## config.mk

```make
export PLATFORM = sky130hd
export DESIGN_NAME = least_rotation_finder
export DESIGN_NICKNAME = d
export VERILOG_FILES = /design/src/lrf_pkg.sv /design/src/least_rotation_finder.sv
export SDC_FILE = /design/constraint.sdc
export NUM_CORES = 2
export LEC_CHECK = 0
export BUFFER_PORTS_ARGS = -buffer_cell sky130_fd_sc_hd__buf_2
export CORE_MARGIN = 1.5
export CORE_UTILIZATION = 40
export DETAILED_ROUTE_END_ITERATION = 8
export GPL_ROUTABILITY_DRIVEN = 0
export SETUP_SLACK_MARGIN = 0.05
export SLEW_MARGIN = 15
export SYNTH_ARGS = -nofsm -noshare
export SYNTH_HDL_FRONTEND = slang
export SYNTH_SLANG_ARGS = --single-unit
```

## constraint.sdc

```tcl
create_clock -name clk -period 8.7 [get_ports clk]
set_input_delay 0.435 -clock clk [delete_from_list [all_inputs] [get_ports clk]]
set_output_delay 0.435 -clock clk [all_outputs]
set_load 0.05 [all_outputs]
```

## src/lrf_pkg.sv

```systemverilog
// ----------------------------------------------------------------------------
// lrf_pkg
// Shared constants for the least-rotation finder: default string capacity
// and the fixed field widths of the stream words.
// ----------------------------------------------------------------------------
package lrf_pkg;

  // default capacity of the string store, in bytes
  localparam int MAX_LEN_DEF = 64;

  // field widths of the stream words
  localparam int BYTE_W = 8;
  localparam int OFS_W  = 6;

  // output tdata: byte and offset, padded to whole bytes
  localparam int OUT_DATA_W = ((BYTE_W + OFS_W + 7) / 8) * 8;

endpackage

```

## src/least_rotation_finder.sv

```systemverilog
// Sequence: bytes load at one per cycle; after the last byte a clear sweep of
//   the failure table, then the scan with its failure-link steps, then the
//   rotation is streamed, each byte held until its output word is taken.
// Throughput: one string at a time; in_tready stays low from the last byte
//   until the final output word is taken.
// Reset: rst_n (synchronous, active low) clears sequencer, length, overflow, valid.
// ----------------------------------------------------------------------------
// least_rotation_finder
// Collects a byte string, finds the start of its lexicographically least
// rotation with Booth's failure-function scan, then streams that rotation.
// ----------------------------------------------------------------------------
module least_rotation_finder #(
  parameter int MAX_LEN = lrf_pkg::MAX_LEN_DEF
) (
  input  logic                          clk,
  input  logic                          rst_n,
  // input stream
  input  logic                          in_tvalid,
  output logic                          in_tready,
  input  logic [lrf_pkg::BYTE_W-1:0]    in_tdata,   // [7:0] in_byte
  input  logic                          in_tlast,   // in_last
  // result stream
  output logic                          out_tvalid,
  input  logic                          out_tready,
  output logic [lrf_pkg::OUT_DATA_W-1:0] out_tdata, // [7:0] out_byte, [13:8] rot_offset
  output logic                          out_tlast,  // out_last
  output logic                          out_tuser   // overflow
);

  import lrf_pkg::*;

  // widths derived from the capacity
  localparam int TW   = $clog2(MAX_LEN);         // text store address
  localparam int FAW  = $clog2(2 * MAX_LEN);     // failure table address
  localparam int FVW  = FAW + 1;                 // failure value, -1 or index
  localparam int JW   = $clog2(2 * MAX_LEN + 1); // scan position, up to 2n
  localparam int LW   = $clog2(MAX_LEN + 1);     // string length

  localparam logic [FVW-1:0] FAIL_NONE = '1;

  typedef enum logic [9:0] {
    S_LOAD  = 10'b0000000001,
    S_CLEAR = 10'b0000000010,
    S_FETCH = 10'b0000000100,
    S_FIRST = 10'b0000001000,
    S_CMP   = 10'b0000010000,
    S_CHAIN = 10'b0000100000,
    S_FIN   = 10'b0001000000,
    S_ERD   = 10'b0010000000,
    S_EWAIT = 10'b0100000000,
    S_EHOLD = 10'b1000000000
  } state_t;

  // memories
  logic [BYTE_W-1:0] text_mem [MAX_LEN];
  logic [FVW-1:0]    fail_mem [2 * MAX_LEN];

  state_t state_r, state_nxt;
  logic [LW-1:0]     len_r, len_nxt;
  logic              ovf_r, ovf_nxt;
  logic [JW-1:0]     j_r, j_nxt;
  logic [JW-1:0]     k_r, k_nxt;
  logic [FVW-1:0]    i_r, i_nxt;
  logic [BYTE_W-1:0] c_r, c_nxt;
  logic [TW-1:0]     best_r, best_nxt;
  logic [LW-1:0]     r_r, r_nxt;

  logic              out_valid_r, out_valid_nxt;
  logic [BYTE_W-1:0] out_byte_r, out_byte_nxt;
  logic [OFS_W-1:0]  out_ofs_r, out_ofs_nxt;
  logic              out_last_r, out_last_nxt;
  logic              out_ovf_r, out_ovf_nxt;

  logic              tx_we;
  logic [TW-1:0]     tx_waddr, tx_raddr;
  logic [BYTE_W-1:0] tx_rdata;
  logic              fl_we;
  logic [FAW-1:0]    fl_waddr, fl_raddr;
  logic [FVW-1:0]    fl_wdata, fl_rdata;

  logic              in_acc, out_acc;
  logic [JW-1:0]     lim;
  logic [JW-1:0]     j_inc;
  logic [JW-1:0]     k_fin;
  logic [JW:0]       chain_idx;

  // index into the doubled string, folded back by one compare and subtract
  function automatic logic [TW-1:0] wrap_idx(input logic [JW:0] v, input logic [LW-1:0] n);
    logic [JW:0] nn;
    nn = (JW + 1)'(n);
    return (v >= nn) ? TW'(v - nn) : TW'(v);
  endfunction

  assign in_acc    = in_tvalid && (state_r == S_LOAD);
  assign out_acc   = out_valid_r && out_tready;
  assign in_tready = (state_r == S_LOAD);
  assign lim       = JW'({len_r, 1'b0});
  assign j_inc     = j_r + JW'(1);

  // text position of the next chain compare, from the fresh failure value
  assign chain_idx = (JW + 1)'(k_r) + (JW + 1)'(fl_rdata[FAW-1:0]) + (JW + 1)'(1);

  // final start offset once the scan reaches 2n (k may jump to j there)
  assign k_fin = (state_r == S_FIN && !(c_r == tx_rdata) && c_r < tx_rdata) ? j_r : k_r;

  // text store: one write port, one registered read port
  always_ff @(posedge clk) begin
    if (tx_we) begin
      text_mem[tx_waddr] <= in_tdata;
    end
    tx_rdata <= text_mem[tx_raddr];
  end

  // failure table: one write port, one registered read port
  always_ff @(posedge clk) begin
    if (fl_we) begin
      fail_mem[fl_waddr] <= fl_wdata;
    end
    fl_rdata <= fail_mem[fl_raddr];
  end

  // sequencer
  always_comb begin
    state_nxt     = state_r;
    len_nxt       = len_r;
    ovf_nxt       = ovf_r;
    j_nxt         = j_r;
    k_nxt         = k_r;
    i_nxt         = i_r;
    c_nxt         = c_r;
    best_nxt      = best_r;
    r_nxt         = r_r;
    out_valid_nxt = out_valid_r;
    out_byte_nxt  = out_byte_r;
    out_ofs_nxt   = out_ofs_r;
    out_last_nxt  = out_last_r;
    out_ovf_nxt   = out_ovf_r;
    tx_we         = 1'b0;
    tx_waddr      = len_r[TW-1:0];
    tx_raddr      = '0;
    fl_we         = 1'b0;
    fl_waddr      = '0;
    fl_wdata      = FAIL_NONE;
    fl_raddr      = '0;

    unique case (state_r)
      // store bytes; drop and flag once full
      S_LOAD: begin
        if (in_acc) begin
          if (len_r < LW'(MAX_LEN)) begin
            tx_we   = 1'b1;
            len_nxt = len_r + LW'(1);
          end else begin
            ovf_nxt = 1'b1;
          end
          if (in_tlast) begin
            j_nxt     = '0;
            state_nxt = S_CLEAR;
          end
        end
      end
      // set failure entries 0..2n-1 to none
      S_CLEAR: begin
        fl_we    = 1'b1;
        fl_waddr = FAW'(j_r);
        fl_wdata = FAIL_NONE;
        j_nxt    = j_inc;
        if (j_inc == lim) begin
          j_nxt     = JW'(1);
          k_nxt     = '0;
          state_nxt = S_FETCH;
        end
      end
      // read text[j] and the failure link at j-k-1
      S_FETCH: begin
        tx_raddr  = wrap_idx((JW + 1)'(j_r), len_r);
        fl_raddr  = FAW'(j_r - k_r - JW'(1));
        state_nxt = S_FIRST;
      end
      // take the link; end the chain or read the next compare byte
      S_FIRST, S_CHAIN: begin
        if (state_r == S_FIRST) begin
          c_nxt = tx_rdata;
        end
        i_nxt = fl_rdata;
        if (fl_rdata == FAIL_NONE) begin
          tx_raddr  = wrap_idx((JW + 1)'(k_r), len_r);
          state_nxt = S_FIN;
        end else begin
          tx_raddr  = wrap_idx(chain_idx, len_r);
          state_nxt = S_CMP;
        end
      end
      // compare c with text[k+i+1]; on a match record i+1, else follow link
      S_CMP: begin
        if (c_r == tx_rdata) begin
          fl_we    = 1'b1;
          fl_waddr = FAW'(j_r - k_r);
          fl_wdata = i_r + FVW'(1);
          j_nxt    = j_inc;
          if (j_inc == lim) begin
            best_nxt  = wrap_idx((JW + 1)'(k_r), len_r);
            r_nxt     = '0;
            state_nxt = S_ERD;
          end else begin
            state_nxt = S_FETCH;
          end
        end else begin
          if (c_r < tx_rdata) begin
            k_nxt = j_r - JW'(i_r[FAW-1:0]) - JW'(1);
          end
          fl_raddr  = i_r[FAW-1:0];
          state_nxt = S_CHAIN;
        end
      end
      // chain exhausted: compare c with text[k]
      S_FIN: begin
        fl_we = 1'b1;
        if (c_r == tx_rdata) begin
          fl_waddr = FAW'(j_r - k_r);
          fl_wdata = '0;
        end else if (c_r < tx_rdata) begin
          k_nxt    = j_r;
          fl_waddr = '0;
          fl_wdata = FAIL_NONE;
        end else begin
          fl_waddr = FAW'(j_r - k_r);
          fl_wdata = FAIL_NONE;
        end
        j_nxt = j_inc;
        if (j_inc == lim) begin
          best_nxt  = wrap_idx((JW + 1)'(k_fin), len_r);
          r_nxt     = '0;
          state_nxt = S_ERD;
        end else begin
          state_nxt = S_FETCH;
        end
      end
      // emission: read the first byte of the rotation
      S_ERD: begin
        tx_raddr  = wrap_idx((JW + 1)'(best_r), len_r);
        state_nxt = S_EWAIT;
      end
      // load the output word
      S_EWAIT: begin
        out_valid_nxt = 1'b1;
        out_byte_nxt  = tx_rdata;
        out_ofs_nxt   = OFS_W'(best_r);
        out_last_nxt  = (r_r + LW'(1) == len_r);
        out_ovf_nxt   = ovf_r;
        state_nxt     = S_EHOLD;
      end
      // hold until taken, then fetch the next byte or finish
      S_EHOLD: begin
        tx_raddr = wrap_idx((JW + 1)'(best_r) + (JW + 1)'(r_r) + (JW + 1)'(1), len_r);
        if (out_acc) begin
          out_valid_nxt = 1'b0;
          if (out_last_r) begin
            len_nxt   = '0;
            ovf_nxt   = 1'b0;
            state_nxt = S_LOAD;
          end else begin
            r_nxt     = r_r + LW'(1);
            state_nxt = S_EWAIT;
          end
        end
      end
      default: begin
        state_nxt = S_LOAD;
      end
    endcase
  end

  // control registers
  always_ff @(posedge clk) begin
    if (!rst_n) begin
      state_r     <= S_LOAD;
      len_r       <= '0;
      ovf_r       <= 1'b0;
      out_valid_r <= 1'b0;
    end else begin
      state_r     <= state_nxt;
      len_r       <= len_nxt;
      ovf_r       <= ovf_nxt;
      out_valid_r <= out_valid_nxt;
    end
  end

  // datapath registers
  always_ff @(posedge clk) begin
    j_r        <= j_nxt;
    k_r        <= k_nxt;
    i_r        <= i_nxt;
    c_r        <= c_nxt;
    best_r     <= best_nxt;
    r_r        <= r_nxt;
    out_byte_r <= out_byte_nxt;
    out_ofs_r  <= out_ofs_nxt;
    out_last_r <= out_last_nxt;
    out_ovf_r  <= out_ovf_nxt;
  end

  assign out_tvalid = out_valid_r;
  assign out_tdata  = OUT_DATA_W'({out_ofs_r, out_byte_r});
  assign out_tlast  = out_last_r;
  assign out_tuser  = out_ovf_r;

endmodule
```

-- Word-level counts from Yosys, hierarchy flattened
Memories as Yosys holds them, arrays and structs flattened. A register that Yosys moved wholly into a read port is not among the register bits.
Index checks and enable logic that the tools add are counted.
- register bits: 80
- latch bits: 0
- bits in writable memories: 1536
- ROM bits: 0
- bits of input ports: 13
- output and inout bits: 20
- logic and storage cells: 161
- memories kept: 2
- memory list (name ; depth ; width ; rd ports ; clocked after Yosys merged registers in ; write ports ; line ; text):
    fail_mem ; 128 ; 8 ; 1 ; 1 ; 1 ; least_rotation_finder.sv:56 ; logic [FVW-1:0] fail_mem [2 * MAX_LEN];
    text_mem ; 64 ; 8 ; 1 ; 1 ; 1 ; least_rotation_finder.sv:55 ; logic [BYTE_W-1:0] text_mem [MAX_LEN];
- add/subtract/negate cells: 18
- multipliers: 0
- divide/modulo/power cells: 0
- order comparisons: 8
- equality and inequality tests: 29
- shift operators: 0
- muxes and demuxes: 68
- bitwise operators: 0
- reduce and logical (&&, ||, !) cells: 22
- operators with widths (kind ; number):
    $mux W8 ; 14
    $mux W7 ; 13
    $pmux W10 S9 ; 1
    $mux W6 ; 10
    $pmux W7 S3 ; 2
    $mux W10 ; 4
    $sub A6 B6 Y6 ; 6
    $pmux W8 S4 ; 1
    $pmux W7 S2 ; 2
    $ge A8 B7 Y1 ; 3
    $pmux W6 S4 ; 1
    $pmux W8 S3 ; 1
    $ne A2 B2 Y1 const B ; 10
    $ge A9 B7 Y1 ; 2
    $add A8 B1 Y8 const B ; 2
    $eq A8 B8 Y1 ; 2
    $pmux W8 S2 ; 1
    $reduce_and A4 Y1 ; 4
    $add A7 B1 Y7 const B ; 2
    $mux W1 ; 13
    $pmux W6 S2 ; 1
    $eq A10 B1 Y1 const B ; 1
    $eq A10 B10 Y1 const B ; 1
    $eq A10 B2 Y1 const B ; 1
    32 further kinds ; 47

-- Longest topological paths before layout
- word-level depth: 9
- depth in mapped cells: 24
- depth with buffers taken out: 23

-- Worst setup path before layout
Ideal clock, no wire load.
- path kind: flip-flop to flip-flop
- start: register state_r[9]
- end: memory fail_mem[0][3] in the netlist's numbering, data pin
- arrival time: 6207 ps
- slack: 1297 ps
- cell stages (with the launch flop): 5
- cells stage by stage: dfxtp_1 > nor3_1 > nand3_1 > clkbuf_1 > o21ai_0
- longest elaborated chain between the ends: 2
- RTL lines (item ; line ; text):
    start: declaration ; least_rotation_finder.sv:58 ; state_t state_r, state_nxt;
    start signal: assignment ; least_rotation_finder.sv:282 ; state_r <= state_nxt;
    $eq A10 B7 Y1 or $eq A10 B5 Y1 (tied branches) ; least_rotation_finder.sv:146 ; unique case (state_r)
    $pmux W8 S2 (*) ; least_rotation_finder.sv:146 ;
    via fl_wdata[3] ; least_rotation_finder.sv:79 ; logic [FVW-1:0] fl_wdata, fl_rdata;
    end: declaration ; least_rotation_finder.sv:56 ;
Mark *: on every way through the listed nets, which the timed path passes. The rest lies on a longest branch.

-- Worst setup path after layout
- start: register r_r[0]
- end: register tx_rdata[3], read port of text_mem
- longest elaborated chain between the ends: 5
- RTL lines (item ; line ; text):
    start: declaration ; least_rotation_finder.sv:66 ; logic [LW-1:0] r_r, r_nxt;
    start signal: assignment ; least_rotation_finder.sv:296 ; r_r <= r_nxt;
    $add A6 B7 Y8 (*) ; least_rotation_finder.sv:255 ; tx_raddr = wrap_idx((JW + 1)'(best_r) + (JW + 1)'(r_r) + (JW + 1)'(1), len_r);
    $add A8 B1 Y9 (*) ; least_rotation_finder.sv:255 ;
    $ge A9 B7 Y1 or $sub A6 B6 Y6 (tied branches) ; least_rotation_finder.sv:91 ; return (v >= nn) ? TW'(v - nn) : TW'(v);
    $mux W6 (*) ; least_rotation_finder.sv:91 ;
    $pmux W6 S4 (*) ; least_rotation_finder.sv:146 ;
    end: declaration ; least_rotation_finder.sv:76 ; logic [BYTE_W-1:0] tx_rdata;
Mark *: on every way between the ends. The rest lies on a longest branch, timed or not.
A chain may end at the register's enable or synchronous reset.

==> metrics.log <==
INFO  metric multi_input_area = ~0.019 mm2
INFO  metric seq_area_frac_synth = 0.700
INFO  metric highest_net_fanout_along_the_worst_path = 20
INFO  metric synth-seq-cells = around 1600
INFO  metric worst_path_required_time = slightly above 9000 ps
INFO  metric vdd.ir_drop.worst = ~0.18 mV
INFO  metric detail_route.drc_violations = 0
INFO  metric totalPowerFinal = 15.8 mW
INFO  metric antenna-diode-count = 0
INFO  metric start_kind = flip-flop
INFO  metric rsz0062_at_grt = false
INFO  metric cap_viol_max_count = 0
INFO  metric drt-pass1-iter-count = 6
INFO  metric fin_worst_hold_slack = between 70 and 80 ps
INFO  metric grt_max_degree = between 100 and 150
INFO  metric die_x = 420 um
INFO  metric result_of_the_run = completed
INFO  metric holdPathStages = 4
INFO  metric synth.lib_cells_used.distinct = 100
INFO  metric post_synth_instance_area = roughly 0.070 mm2
INFO  metric clock_tree_from_tritoncts = built
INFO  metric cts_inserted_buffers = about 160
INFO  metric worst_skew_pair_later_pin_latency = 820 ps
INFO  metric slew_headroom = 0.214
INFO  metric drv_slew = 0
INFO  metric grt_first_pass_wirelength = ~270000 um
INFO  metric dieArea = 0.176 mm2
INFO  metric worst-endpoint-arrival = between 7000 and 8000 ps
INFO  metric drtAntennaViolNets = 0
INFO  metric path_class = flip-flop to flip-flop
INFO  metric lkg_pwr = roughly 26 nW
INFO  metric coreArea = 0.172 mm2
INFO  metric timing_worst_slew_pin_value = between 1000 and 1500 ps
INFO  metric via_per_inst = roughly 5.6
INFO  metric timing.setup.tns = 0 ps
INFO  metric hold_viol = 0
INFO  metric share_of_flip_flops_with_an_asynchronous_set_or_reset_after_synthesis = 0
INFO  metric synth.top_cells.by_area = sky130_fd_sc_hd__edfxtp_1 (69%), sky130_fd_sc_hd__nand2_1 (6.5%), sky130_fd_sc_hd__mux2i_1 (4.0%), sky130_fd_sc_hd__a311oi_1 (2.5%), sky130_fd_sc_hd__nand3_1 (2.3%)
INFO  metric finalCriticalPeriod = 6640 ps
INFO  metric rr_worst_depth = 21
INFO  metric synth.top_cell.area_share = 0.690
INFO  metric clk_root_buffer_cell = sky130_fd_sc_hd__clkbuf_16
INFO  metric portBuffers = 30
INFO  metric worstHoldPathType = primary input to flip-flop
INFO  metric design.portCount = 33
INFO  metric grt_remaining_overflow = 0
INFO  metric detailroute.via_count = approximately 43000
INFO  metric post_synth.cell_area_avg = around 13 um2
INFO  metric postSynthCellCount = around 5300
INFO  metric place.detailed.instances = about 7400
INFO  metric synth_area_leader_cell = sky130_fd_sc_hd__edfxtp_1
INFO  metric synth_edf_count = roughly 1600
INFO  metric dominantRegCellSynth = sky130_fd_sc_hd__edfxtp_1
INFO  metric post_cts_buffers = 0
INFO  metric finalClockSkew = about 42 ps
INFO  metric sequential_cell_area = a little under 0.05 mm2
INFO  metric finalSetupViolCount = 0
INFO  metric synthesis.yosys.warnings = 0
INFO  metric cts_sinks = 1632
INFO  metric initial_utilization = 0.404
INFO  metric die_h = 420 um
INFO  metric fin_nets = between 5000 and 6000
INFO  metric drive_above_1_share = 0.0713
INFO  metric synthToLayoutAreaGrowth = 10.7%
INFO  metric detail_route.wirelength = about 180000 um
INFO  metric dp_hpwl = 106000 um
INFO  metric detail_route.wl_per_cell = 23.6 um
INFO  metric grt_use_total = 0.201
INFO  metric post_cts_resized = 0
INFO  metric stdcell_count = 7656
INFO  metric worstSetupEndpointType = flip-flop
INFO  metric drt_first_iter_violations = approximately 4300
INFO  metric num_rows = between 150 and 200
INFO  metric cts.reportedPaths.clkPinSlew = around 70 ps
INFO  metric power-per-cell-area = a little over 200 mW/mm2
INFO  metric finalCritPeriodShare = 0.764
INFO  metric vias_in_the_first_global_route = a little over 40000
INFO  metric n_fill_cell = between 15000 and 20000
INFO  metric htreeDepth = 4
INFO  metric max_freq = ~0.15 GHz
INFO  metric antenna_found_initial = 1
INFO  metric ctsLongestPathBuffers = 3
path summary, 6_finish.rpt:
check / to / slack (ps) / start
max: tx_rdata[3]$_DFF_P_ / 2060 / r_r[0]$_SDFFCE_PP0P_
min: state_r[1]$_SDFFE_PN0P_ / 70 / in_tlast
max reg2reg: tx_rdata[3]$_DFF_P_ / 2060 / r_r[0]$_SDFFCE_PP0P_
min reg2reg: out_ofs_r[0]$_DFFE_PP_ / 460 / best_r[0]$_DFFE_PP_
stage by stage:
stage	area [um2]	utilization	setup slack, ps
finish	77000	0.447	2060
global route	77000	0.447	1670
CTS	77000	0.447	2070
detailed placement	71800	0.417	2090
global placement	71800	0.417	2210
floorplan	69500	-	1300
cells in the final DEF (no fill, tap or decap), types with 9 or more instances in the layout:
| cell | netlist | routed |
|---|---|---|
| sky130_fd_sc_hd__mux2i_1 | 281 | 281 |
| sky130_fd_sc_hd__or3_1 | 14 | 14 |
| sky130_fd_sc_hd__dfxtp_1 | 35 | 35 |
| sky130_fd_sc_hd__ha_1 | 80 | 80 |
| sky130_fd_sc_hd__a311oi_1 | 195 | 195 |
| sky130_fd_sc_hd__o22ai_1 | 81 | 81 |
| sky130_fd_sc_hd__o21a_1 | 18 | 18 |
| sky130_fd_sc_hd__o21ai_4 | 0 | 9 |
| sky130_fd_sc_hd__nand3_1 | 321 | 321 |
| sky130_fd_sc_hd__a31oi_1 | 71 | 71 |
| sky130_fd_sc_hd__clkbuf_1 | 200 | 39 |
| sky130_fd_sc_hd__mux2_2 | 14 | 14 |
| sky130_fd_sc_hd__and2_1 | 14 | 14 |
| sky130_fd_sc_hd__nand4_1 | 27 | 27 |
| sky130_fd_sc_hd__buf_12 | 5 | 12 |
| sky130_fd_sc_hd__fa_1 | 10 | 10 |
| sky130_fd_sc_hd__clkbuf_16 | 0 | 164 |
| sky130_fd_sc_hd__a21o_1 | 27 | 27 |
| sky130_fd_sc_hd__buf_2 | 65 | 30 |
| sky130_fd_sc_hd__o211a_1 | 11 | 11 |
| sky130_fd_sc_hd__clkinv_1 | 2 | 37 |
| sky130_fd_sc_hd__and3_1 | 135 | 135 |
| sky130_fd_sc_hd__bufinv_16 | 0 | 12 |
| sky130_fd_sc_hd__inv_1 | 58 | 58 |
| sky130_fd_sc_hd__nand2_1 | 1199 | 1197 |
| sky130_fd_sc_hd__o21ai_0 | 58 | 51 |
| sky130_fd_sc_hd__nor3_1 | 34 | 33 |
| sky130_fd_sc_hd__nand2b_1 | 11 | 11 |
| sky130_fd_sc_hd__a22oi_1 | 26 | 24 |
| sky130_fd_sc_hd__edfxtp_1 | 1597 | 1597 |
| sky130_fd_sc_hd__o41ai_1 | 20 | 20 |
| sky130_fd_sc_hd__buf_4 | 8 | 60 |
| sky130_fd_sc_hd__nor2b_1 | 19 | 19 |
| sky130_fd_sc_hd__a21oi_1 | 88 | 88 |
| sky130_fd_sc_hd__xnor2_1 | 52 | 52 |
| sky130_fd_sc_hd__xor2_1 | 20 | 20 |
| sky130_fd_sc_hd__clkinv_2 | 0 | 19 |
| sky130_fd_sc_hd__nor2_1 | 293 | 293 |
state kept, by name (all words and copies together), names as in the netlist:
| register | cells |
|---|---|
| fail_mem | 1024 |
| r_r | 7 |
| out_tuser | 1 |
| fl_rdata | 8 |
| best_r | 6 |
| k_r | 8 |
| text_mem | 512 |
| out_byte_r | 8 |
| len_r | 7 |
| ovf_r | 1 |
| out_tlast | 1 |
| out_ofs_r | 6 |
| j_r | 8 |
| out_tvalid | 1 |
| tx_rdata | 8 |
| i_r | 8 |
| c_r | 8 |
| state_r | 10 |
worst max-delay path, stage by stage (launching register included):
cell                        delay, ps
sky130_fd_sc_hd__edfxtp_1         460
sky130_fd_sc_hd__inv_1             90
sky130_fd_sc_hd__ha_1             160
sky130_fd_sc_hd__inv_1             60
sky130_fd_sc_hd__fa_1             410
sky130_fd_sc_hd__a21o_1           180
sky130_fd_sc_hd__a21oi_1          250
sky130_fd_sc_hd__o21bai_1         100
sky130_fd_sc_hd__a21oi_1          180
sky130_fd_sc_hd__xnor2_1          140
sky130_fd_sc_hd__ha_1             270
sky130_fd_sc_hd__a21oi_1          160
sky130_fd_sc_hd__o21ai_0          140
sky130_fd_sc_hd__a21oi_1          210
sky130_fd_sc_hd__nand3_2          150
sky130_fd_sc_hd__mux2_4           340
sky130_fd_sc_hd__a2111oi_4        520
sky130_fd_sc_hd__nand2_1          660
sky130_fd_sc_hd__nand3_1          920
sky130_fd_sc_hd__o22ai_1          210
sky130_fd_sc_hd__o41ai_1          730
sky130_fd_sc_hd__nand4_1          170
synth_stat cells (all sizes together), types with 10 or more instances:
library cell  count
fa               10
nor3             34
ha               80
o21ai            63
nor2            294
a22oi            26
nand3           322
xor2             20
o211a            11
o22ai            81
a31oi            71
buf             111
and2             19
xnor2            52
a21oi            88
dfxtp            35
nor2b            19
mux2             15
mux2i           281
o41ai            21
or3              14
clkbuf          210
a311oi          195
nand2          1199
edfxtp         1597
a21o             28
nand4            28
o21a             18
and3            136
nand2b           11
inv              59
where the power goes:
| group | switching [mW] | internal [mW] | total, mW | leakage (nW) |
|---|---|---|---|---|
| combinational | 0.216 | 0.0997 | 0.316 | 6.05 |
| clock | 3.01 | 3.86 | 6.87 | 2.50 |
| sequential | 0.0290 | 8.56 | 8.59 | 17.6 |
| total | 3.26 | 12.5 | 15.8 | 26.1 |
timing repair:
action / in CTS / in global routing
hold buffers: 3 / 0
hold endpoints to repair: 5 / 0
setup endpoints to repair: 0 / 0
layout make-up:
type	count	share of cell area
tap	2310	0.0375
inverter	61	0.00297
multi-input combinational	3259	0.249
clock inverter	84	0.0112
timing repair buffer	105	0.0113
clock buffer	205	0.0556
sequential	1632	0.632
logic make-up (layout without fill, tap and decap cells):
family                     Yosys count  in the layout  share of synthesized area
xor gates and xnor gates            72             72                    0.00907
and+or+nand+nor                   2116           2116                      0.132
adders and majority gates           90             90                     0.0173
buffers and inverters              385            455                     0.0266
other                                1              2                  0.0000539
muxes                              296            296                     0.0429
DFF                               1632           1632                      0.700
AOI/OAI and AO/OA                  683            683                     0.0725
layer usage:
layer,up-vias,track usage,share of wire
li1,19600,-,-
met5,-,0,0
met3,299,0.0282,0.065
met2,1538,0.320,0.47
met4,0,0.0684,0.031
met1,21700,0.283,0.43
No activity file was read; power rests on OpenSTA's default activity.
